`config.mk`:
```
export PLATFORM = sky130hd
export DESIGN_NAME = rc4_stream_cipher
export DESIGN_NICKNAME = d
export VERILOG_FILES = /design/src/rtl/core/rc4_pkg.sv /design/src/rtl/core/rc4_sbox_ram.sv /design/src/rtl/core/rc4_stream_cipher.sv
export VERILOG_INCLUDE_DIRS = /design/src /design/src/rtl/core
export SDC_FILE = /design/constraint.sdc
export NUM_CORES = 2
export LEC_CHECK = 0
export BUFFER_PORTS_ARGS = -buffer_cell sky130_fd_sc_hd__buf_2
export CAP_MARGIN = 20
export CORE_ASPECT_RATIO = 0.9
export CORE_UTILIZATION = 24
export DETAILED_ROUTE_END_ITERATION = 8
export PLACE_DENSITY = 0.41
export SETUP_SLACK_MARGIN = 0.2
export SLEW_MARGIN = 20
export SYNTH_ARGS = -nofsm -noshare
export SYNTH_HDL_FRONTEND = slang
export SYNTH_SLANG_ARGS = --single-unit
```
`constraint.sdc`:
```
create_clock -name clk_i -period 10.92 [get_ports clk_i]
set_input_delay 0.546 -clock clk_i [delete_from_list [all_inputs] [get_ports clk_i]]
set_output_delay 0.546 -clock clk_i [all_outputs]
set_load 0.1 [all_outputs]
```
`src/rtl/core/rc4_stream_cipher_assert.svh`:
```
// Assertion macros for the RC4 stream cipher core.
// Used by rc4_stream_cipher.sv; expects clk_i and rst_ni in the including scope.
`ifndef RC4_STREAM_CIPHER_ASSERT_SVH
`define RC4_STREAM_CIPHER_ASSERT_SVH

`ifndef SYNTHESIS
// Plain property check, clocked on clk_i, off while in reset
`define RC4_ASSERT(lbl, prop, msg) \
  lbl: assert property (@(posedge clk_i) disable iff (!rst_ni) prop) else $error(msg);
// Antecedent this cycle implies consequent in the next cycle
`define RC4_ASSERT_NEXT(lbl, ante, cons, msg) \
  lbl: assert property (@(posedge clk_i) disable iff (!rst_ni) (ante) |=> (cons)) \
    else $error(msg);
`else
`define RC4_ASSERT(lbl, prop, msg)
`define RC4_ASSERT_NEXT(lbl, ante, cons, msg)
`endif

`endif

```
`src/rtl/core/rc4_pkg.sv`:
```
// Shared types and constants for the RC4 stream cipher core.
// No dependencies; used by rc4_sbox_ram and rc4_stream_cipher.
package rc4_pkg;

  localparam int PermLength  = 256;
  localparam int PermAw      = 8;
  localparam int MaxKeyBytes = 16;
  localparam int KeyIdxW     = 4;
  localparam int KeyLenW     = 5;
  localparam int KeyWordW    = 64;
  localparam int CfgIdxW     = 2;

  localparam logic [PermAw-1:0] ByteMax = 8'hFF;

  // Configuration register indexes
  localparam logic [CfgIdxW-1:0] CfgKeyLow    = 2'd0;
  localparam logic [CfgIdxW-1:0] CfgKeyHigh   = 2'd1;
  localparam logic [CfgIdxW-1:0] CfgKeyLength = 2'd2;

  // Sequencer states
  typedef enum logic [3:0] {
    ST_IDLE,
    ST_KS_INIT,
    ST_KS_RD_N,
    ST_KS_RD_J,
    ST_KS_WR_N,
    ST_KS_WR_J,
    ST_B_RD_I,
    ST_B_RD_J,
    ST_B_WR_I,
    ST_B_WR_J
  } rc4_state_e;

  // One write port and one read port of the permutation memory
  typedef struct packed {
    logic              we;
    logic [PermAw-1:0] waddr;
    logic [PermAw-1:0] wdata;
    logic [PermAw-1:0] raddr;
  } sbox_req_t;

endpackage

```
`src/rtl/core/rc4_sbox_ram.sv`:
```
// 256 x 8 permutation memory: one write port, one read port, registered read data.
// Depends on rc4_pkg for the request struct and sizes.
module rc4_sbox_ram (
  input  logic                           clk_i,
  input  rc4_pkg::sbox_req_t             req_i,
  output logic [rc4_pkg::PermAw-1:0]     rdata_o
);

  logic [rc4_pkg::PermAw-1:0] mem [rc4_pkg::PermLength];
  logic [rc4_pkg::PermAw-1:0] rdata_q;

  // read returns the old contents on an address collision
  always_ff @(posedge clk_i) begin
    if (req_i.we) begin
      mem[req_i.waddr] <= req_i.wdata;
    end
    rdata_q <= mem[req_i.raddr];
  end

  assign rdata_o = rdata_q;

endmodule

```
`src/rtl/core/rc4_stream_cipher.sv`:
```
// RC4 stream cipher core: sequencer, shared 8-bit adder, key registers.
// Depends on rc4_pkg, rc4_sbox_ram and rc4_stream_cipher_assert.svh.
//
// Usage:
//   Input channel (in_valid_i / in_stall_o) carries data_in_i and message_start_i.
//   Output channel (out_valid_o / out_stall_i) carries data_out_o, one byte per input.
//   Config channel (cfg_valid_i / cfg_ready_o) writes key_low (0), key_high (1),
//   key length (2); other indexes are ignored. Write only while the core is idle.
// Byte sequence:
//   A byte of a running message passes through ST_B_RD_J, ST_B_WR_I and ST_B_WR_J;
//   its result is then registered, and the next byte is taken once the sequencer
//   is back in ST_IDLE. The permutation memory port (one read and one write per
//   cycle) sets this pace. A start byte, or the first byte after reset, first runs the
//   key schedule: an identity fill of all 256 entries, then 256 swaps through
//   ST_KS_RD_N, ST_KS_RD_J, ST_KS_WR_N and ST_KS_WR_J, before its own swap.
// Reset:
//   Clears indexes, the keyed flag and the output valid flag; key = 0, length 16.
//   The permutation memory is not cleared; the key schedule fills it first.
// Stall:
//   A finished byte waits in the output register; the core takes the next
//   input meanwhile and holds its own result until the output register frees.

`include "rc4_stream_cipher_assert.svh"

module rc4_stream_cipher (
  input  logic                            clk_i,
  input  logic                            rst_ni,
  // input transactions
  input  logic                            in_valid_i,
  output logic                            in_stall_o,
  input  logic [7:0]                      data_in_i,
  input  logic                            message_start_i,
  // output transactions
  output logic                            out_valid_o,
  input  logic                            out_stall_i,
  output logic [7:0]                      data_out_o,
  // configuration writes
  input  logic                            cfg_valid_i,
  output logic                            cfg_ready_o,
  input  logic [rc4_pkg::CfgIdxW-1:0]     cfg_index_i,
  input  logic [rc4_pkg::KeyWordW-1:0]    cfg_data_i
);

  rc4_pkg::rc4_state_e state_q, state_d;

  logic [rc4_pkg::PermAw-1:0]    n_q, n_d;
  logic [rc4_pkg::KeyIdxW-1:0]   kidx_q, kidx_d;
  logic [rc4_pkg::PermAw-1:0]    index_i_q, index_i_d;
  logic [rc4_pkg::PermAw-1:0]    index_j_q, index_j_d;
  logic [rc4_pkg::PermAw-1:0]    si_q, si_d;
  logic [rc4_pkg::PermAw-1:0]    sj_q, sj_d;
  logic [rc4_pkg::PermAw-1:0]    k_q, k_d;
  logic [7:0]                    data_q, data_d;
  logic                          keyed_q, keyed_d;
  logic                          out_valid_q, out_valid_d;
  logic [7:0]                    data_out_q, data_out_d;

  logic [rc4_pkg::KeyWordW-1:0]  key_low_q, key_high_q;
  logic [rc4_pkg::KeyLenW-1:0]   key_len_q;

  logic [rc4_pkg::KeyLenW-1:0]   eff_len;
  logic [rc4_pkg::KeyLenW-1:0]   last_kidx;
  logic [2*rc4_pkg::KeyWordW-1:0] key_bytes;
  logic [7:0]                    key_byte;

  logic [rc4_pkg::PermAw-1:0]    add_a, add_b, add_c, add_sum;
  logic [rc4_pkg::PermAw-1:0]    ks_byte;
  logic [rc4_pkg::PermAw-1:0]    mem_rdata;
  rc4_pkg::sbox_req_t            mem_req;
  logic                          in_acc;
  logic                          out_free;

  // permutation memory
  rc4_sbox_ram u_sbox (
    .clk_i   (clk_i),
    .req_i   (mem_req),
    .rdata_o (mem_rdata)
  );

  // configuration registers, always ready
  assign cfg_ready_o = 1'b1;

  always_ff @(posedge clk_i or negedge rst_ni) begin
    if (!rst_ni) begin
      key_low_q  <= '0;
      key_high_q <= '0;
      key_len_q  <= rc4_pkg::KeyLenW'(rc4_pkg::MaxKeyBytes);
    end else if (cfg_valid_i) begin
      unique case (cfg_index_i)
        rc4_pkg::CfgKeyLow:    key_low_q  <= cfg_data_i;
        rc4_pkg::CfgKeyHigh:   key_high_q <= cfg_data_i;
        rc4_pkg::CfgKeyLength: key_len_q  <= cfg_data_i[rc4_pkg::KeyLenW-1:0];
        default: ;
      endcase
    end
  end

  // effective key length: zero reads as one, saturate at the maximum
  always_comb begin
    eff_len = key_len_q;
    if (key_len_q == '0) begin
      eff_len = rc4_pkg::KeyLenW'(1);
    end else if (key_len_q > rc4_pkg::KeyLenW'(rc4_pkg::MaxKeyBytes)) begin
      eff_len = rc4_pkg::KeyLenW'(rc4_pkg::MaxKeyBytes);
    end
  end

  assign last_kidx = eff_len - rc4_pkg::KeyLenW'(1);
  assign key_bytes = {key_high_q, key_low_q};
  assign key_byte  = key_bytes[{kidx_q, 3'b000} +: 8];

  // shared 8-bit adder, operands chosen by the sequencer
  assign add_sum = add_a + add_b + add_c;

  // keystream byte, forwarding the swapped entries
  always_comb begin
    if (k_q == index_j_q) begin
      ks_byte = si_q;
    end else if (k_q == index_i_q) begin
      ks_byte = sj_q;
    end else begin
      ks_byte = mem_rdata;
    end
  end

  assign in_stall_o = (state_q != rc4_pkg::ST_IDLE);
  assign in_acc     = in_valid_i && !in_stall_o;
  assign out_free   = !(out_valid_q && out_stall_i);

  // sequencer: next state, memory requests, datapath updates
  always_comb begin
    state_d     = state_q;
    n_d         = n_q;
    kidx_d      = kidx_q;
    index_i_d   = index_i_q;
    index_j_d   = index_j_q;
    si_d        = si_q;
    sj_d        = sj_q;
    k_d         = k_q;
    data_d      = data_q;
    keyed_d     = keyed_q;
    out_valid_d = out_valid_q && out_stall_i;
    data_out_d  = data_out_q;

    mem_req.we    = 1'b0;
    mem_req.waddr = n_q;
    mem_req.wdata = n_q;
    mem_req.raddr = index_i_q + 8'd1;

    add_a = index_j_q;
    add_b = mem_rdata;
    add_c = '0;

    unique case (state_q)
      rc4_pkg::ST_IDLE: begin
        // read S[i+1] ahead so a keyed byte can go straight on
        if (in_acc) begin
          data_d = data_in_i;
          if (message_start_i || !keyed_q) begin
            n_d     = '0;
            state_d = rc4_pkg::ST_KS_INIT;
          end else begin
            state_d = rc4_pkg::ST_B_RD_J;
          end
        end
      end
      rc4_pkg::ST_KS_INIT: begin
        // identity fill
        mem_req.we = 1'b1;
        n_d        = n_q + 8'd1;
        if (n_q == rc4_pkg::ByteMax) begin
          index_j_d = '0;
          kidx_d    = '0;
          state_d   = rc4_pkg::ST_KS_RD_N;
        end
      end
      rc4_pkg::ST_KS_RD_N: begin
        mem_req.raddr = n_q;
        state_d       = rc4_pkg::ST_KS_RD_J;
      end
      rc4_pkg::ST_KS_RD_J: begin
        // j += S[n] + key[n mod len]
        add_c         = key_byte;
        index_j_d     = add_sum;
        si_d          = mem_rdata;
        mem_req.raddr = add_sum;
        state_d       = rc4_pkg::ST_KS_WR_N;
      end
      rc4_pkg::ST_KS_WR_N: begin
        mem_req.we    = 1'b1;
        mem_req.waddr = n_q;
        mem_req.wdata = mem_rdata;
        state_d       = rc4_pkg::ST_KS_WR_J;
      end
      rc4_pkg::ST_KS_WR_J: begin
        mem_req.we    = 1'b1;
        mem_req.waddr = index_j_q;
        mem_req.wdata = si_q;
        n_d           = n_q + 8'd1;
        kidx_d        = (kidx_q == last_kidx[rc4_pkg::KeyIdxW-1:0]) ? '0 : kidx_q + 4'd1;
        if (n_q == rc4_pkg::ByteMax) begin
          index_i_d = '0;
          index_j_d = '0;
          keyed_d   = 1'b1;
          state_d   = rc4_pkg::ST_B_RD_I;
        end else begin
          state_d   = rc4_pkg::ST_KS_RD_N;
        end
      end
      rc4_pkg::ST_B_RD_I: begin
        state_d = rc4_pkg::ST_B_RD_J;
      end
      rc4_pkg::ST_B_RD_J: begin
        // i += 1, j += S[i]
        index_i_d     = index_i_q + 8'd1;
        index_j_d     = add_sum;
        si_d          = mem_rdata;
        mem_req.raddr = add_sum;
        state_d       = rc4_pkg::ST_B_WR_I;
      end
      rc4_pkg::ST_B_WR_I: begin
        // S[i] = S[j]; k = S[i] + S[j]
        mem_req.we    = 1'b1;
        mem_req.waddr = index_i_q;
        mem_req.wdata = mem_rdata;
        sj_d          = mem_rdata;
        add_a         = si_q;
        k_d           = add_sum;
        mem_req.raddr = add_sum;
        state_d       = rc4_pkg::ST_B_WR_J;
      end
      rc4_pkg::ST_B_WR_J: begin
        // S[j] = old S[i]; hold here until the output register is free
        mem_req.we    = 1'b1;
        mem_req.waddr = index_j_q;
        mem_req.wdata = si_q;
        mem_req.raddr = k_q;
        if (out_free) begin
          out_valid_d = 1'b1;
          data_out_d  = data_q ^ ks_byte;
          state_d     = rc4_pkg::ST_IDLE;
        end
      end
      default: state_d = rc4_pkg::ST_IDLE;
    endcase
  end

  // state and control registers
  always_ff @(posedge clk_i or negedge rst_ni) begin
    if (!rst_ni) begin
      state_q     <= rc4_pkg::ST_IDLE;
      n_q         <= '0;
      kidx_q      <= '0;
      index_i_q   <= '0;
      index_j_q   <= '0;
      keyed_q     <= 1'b0;
      out_valid_q <= 1'b0;
    end else begin
      state_q     <= state_d;
      n_q         <= n_d;
      kidx_q      <= kidx_d;
      index_i_q   <= index_i_d;
      index_j_q   <= index_j_d;
      keyed_q     <= keyed_d;
      out_valid_q <= out_valid_d;
    end
  end

  // payload registers
  always_ff @(posedge clk_i) begin
    si_q       <= si_d;
    sj_q       <= sj_d;
    k_q        <= k_d;
    data_q     <= data_d;
    data_out_q <= data_out_d;
  end

  assign out_valid_o = out_valid_q;
  assign data_out_o  = data_out_q;

  // checks
  `RC4_ASSERT_NEXT(a_rekey_on_start,
    in_acc && (message_start_i || !keyed_q),
    state_q == rc4_pkg::ST_KS_INIT,
    "start byte did not enter key schedule")
  `RC4_ASSERT_NEXT(a_keyed_byte_fast,
    in_acc && !message_start_i && keyed_q,
    state_q == rc4_pkg::ST_B_RD_J,
    "keyed byte did not go straight to the swap")
  `RC4_ASSERT_NEXT(a_ks_done,
    state_q == rc4_pkg::ST_KS_WR_J && n_q == rc4_pkg::ByteMax,
    keyed_q && index_i_q == '0 && index_j_q == '0,
    "key schedule end left indexes or flag wrong")
  `RC4_ASSERT(a_we_states,
    mem_req.we |-> (state_q == rc4_pkg::ST_KS_INIT || state_q == rc4_pkg::ST_KS_WR_N ||
                    state_q == rc4_pkg::ST_KS_WR_J || state_q == rc4_pkg::ST_B_WR_I ||
                    state_q == rc4_pkg::ST_B_WR_J),
    "memory write outside a write state")
  `RC4_ASSERT_NEXT(a_result_load,
    state_q == rc4_pkg::ST_B_WR_J && out_free,
    out_valid_q && state_q == rc4_pkg::ST_IDLE,
    "finished byte not moved to the output register")

endmodule
```
==> results.md <==
- Outcome: finished, final reports clean
- Post-CTS setup buffer count: 0
- Post-synth top area cell: edfxtp_1
- Synth top area share: 67.7%
- Die X: 657 um
- Number of global-route vias before repair: 56604
- Total GRT Usage: 16.9%
- Tmin final: 8.49 ns
- Routed vias/inst: 4.89
- Final worst path period share: 77.8%
- Clk slew on worst S/H paths: 0.06 ns
- Count of final hold-check violations: 0
- Post-Syn Area: 92700 um2
- Final Wtd Congestion: 0.824
- Mapped Nets: 6563
- Syn_area_per_cell: 14.3 um2
- Final HPWL DP: 200000 um
- Post_cts resized: 0
- Setup CP Type: reg2reg
- CTS Hold Bufs: 75
- Core box area: 385000 um2
- Synth Instances: 6465
- TritonCTS clock tree: done
- Share of cells above drive strength 1: 13.5%
- H-tree level count: 5
- Port-buffer cells: 89
- Nets: 6706
- Drt pass-1 iters: 6
- Ranking of synthesized cells by area: edfxtp_1 (68%), nand2_1 (5.7%), dfrtp_1 (4.5%), mux4_2 (2.6%), nand3_1 (2.5%)
- Routed length per instance: 28.4 um
- Sequential share of the synthesized area: 72.3%
- Most frequent cells in the layout: edfxtp_1 (2088), nand2_1 (1394), nand3_1 (450)
- Max clock buf depth: 4
- Via count: 58283
- Setup Viol. Count Final: 0
- Top-level port count: 91
- CTS Buf Count: 264
- Die height: 591 um
- Multi-input logic area: 23700 um2
- Area occupied by registers: 67000 um2
- F_max: 0.118 GHz
- Drt drc: 0
- Area growth from synthesis to layout: 16.4%
- Slew headroom: 8.01%
- Total gr overflow: 0
- Initial core utilization: 24.1%
- #FFs+latches synth: 2263
- Ys Warns: 0
- First-pass GRT wire length: 470000 um
- EDFF count, synth: 2088
- Final Skew: 0.0426 ns
- Maxcap violations: 0
- Clk sink count: 2263
- Largest fanout on the critical path: 78
- Setup TNS: 0 ns
- Worst path required time: 11.66 ns
- Worst-Margin Slew: 1.37 ns
- Clock Latency Late Sink: 0.91 ns
- Most used DFF post-synth: edfxtp_1
- Setup crit end kind: flop
- FILL cells: 38794
- DRT Wirelength: 339000 um
- Remaining antenna violation count: 0
- Most common cell after layout, fill and taps aside: edfxtp_1
- Largest net degree at the start of global routing: 173
- Hold Crit Class: in2reg
- Pins over their slew limit: 0
- CP startpoint kind: flop
- # rows: 216
- WP data arrival: 9.23 ns
- Cell variety after synth: 99
- Post-synth ARST share: 7.38%
- Root buffer cell: clkbuf_16
- RSZ-0062 raised after global routing: no
- Initial DRC count: 6993
- Die ar.: 389000 um2
- Antenna violations before repair: 19
==> registers in the layout (all words and copies together) (netlist names), 5 cells and up <==
signal	cells
sj_q	8
index_i_q	8
k_q	8
si_q	8
key_len_q	5
key_high_q	64
key_low_q	64
u_sbox.mem	2048
u_sbox.rdata_o	8
data_q	8
n_q	8
index_j_q	8
data_out_o	8
==> logic make-up (layout without fill, tap and decap cells) <==
kind of cell / Yosys count / count (layout) / share of synthesized area (%)
AOI/OAI and AO/OA: 780 / 780 / 6.36
adders and majority gates: 18 / 18 / 0.300
other: 1 / 4 / 0.00405
xor gates and xnor gates: 52 / 52 / 0.500
DFF: 2263 / 2263 / 72.3
buffers and inverters: 466 / 803 / 2.60
and+or+nand+nor: 2404 / 2404 / 11.1
muxes: 481 / 481 / 6.81
==> synth_stat cells (all sizes together), types with 8 or more instances <==
cell,instances
mux2,149
buf,316
dfrtp,166
a22oi,48
o211a,29
nand4,51
nor2b,10
a32oi,106
xor2,19
nand2,1405
a222oi,8
a31oi,63
mux4,105
inv,20
a211oi,43
dfxtp,8
edfxtp,2088
o21ai,63
a32o,11
clkbuf,130
o2111ai,8
a221oi,46
and3,75
ha,11
mux2i,227
a21oi,134
a22o,18
nor2,308
o211ai,22
xnor2,33
nand3,461
nor3,26
nor4,18
a311oi,106
and2,13
==> layer usage <==
| layer | part of all wire [%] | GRT usage (%) |
|---|---|---|
| met3 | 6.9 | 3.03 |
| met2 | 45 | 26.1 |
| met5 | 0.0029 | 0 |
| met1 | 45 | 24.4 |
| met4 | 3.1 | 4.89 |
==> worst max-delay path, stage by stage, from the launching register on <==
cell      delay [ns]
dfrtp_2         0.80
buf_4           0.46
mux4_2          0.56
mux4_2          0.55
and2_1          0.21
fa_1            0.53
mux2i_1         0.19
a22oi_2         0.07
buf_4           0.28
o21ai_4         0.89
buf_12          0.42
mux4_2          0.58
a221oi_1        0.89
a211oi_1        0.40
a311oi_1        1.16
o31ai_1         0.15
==> layout make-up <==
type	count	area share [%]
Antenna cell	3	0.00696
Timing Repair Buffer	323	2.51
Inverter	20	0.0696
Multi-Input combinational cell	3736	21.9
Clock inverter	123	0.826
Tap cell	5123	5.94
Sequential cell	2263	62.1
Clock buffer	337	6.59
==> final timing paths <==
check	endpoint	cells past startpoint	slack, ns	from
worst max-delay path	u_sbox.rdata_o[5]$_DFF_P_	15	2.43	kidx_q[0]$_DFFE_PN0P_
worst max register to register	u_sbox.rdata_o[5]$_DFF_P_	15	2.43	kidx_q[0]$_DFFE_PN0P_
worst min register to register	keyed_q$_DFFE_PN0P_	1	0.48	keyed_q$_DFFE_PN0P_
worst min-delay path	state_q[1]$_DFFE_PN0P_	4	0.27	message_start_i
min in group asynchronous	key_low_q[13]$_DFFE_PN0P_	2	0.37	rst_ni
max in group asynchronous	kidx_q[0]$_DFFE_PN0P_	3	9.01	rst_ni
==> through the flow <==
| stage | util (%) | hold WS (ns) | setup slack, ns | std cells | area [um2] |
|---|---|---|---|---|---|
| floorplan | - | 0.250 | 5.30 | 6465 | 92700 |
| global placement | 25.7 | 0.455 | 2.56 | 11381 | 99000 |
| detailed placement | 25.8 | 0.468 | 2.59 | 11383 | 99000 |
| CTS | 28.0 | 0.202 | 2.60 | 11918 | 108000 |
| global route | 28.1 | 0.241 | 2.37 | 11926 | 108000 |
| finish | 28.1 | 0.266 | 2.43 | 11928 | 108000 |
Power is left out: the tool's default activity adds up to more than one toggle a clock period on the data nets, which glitch-free logic cannot reach.
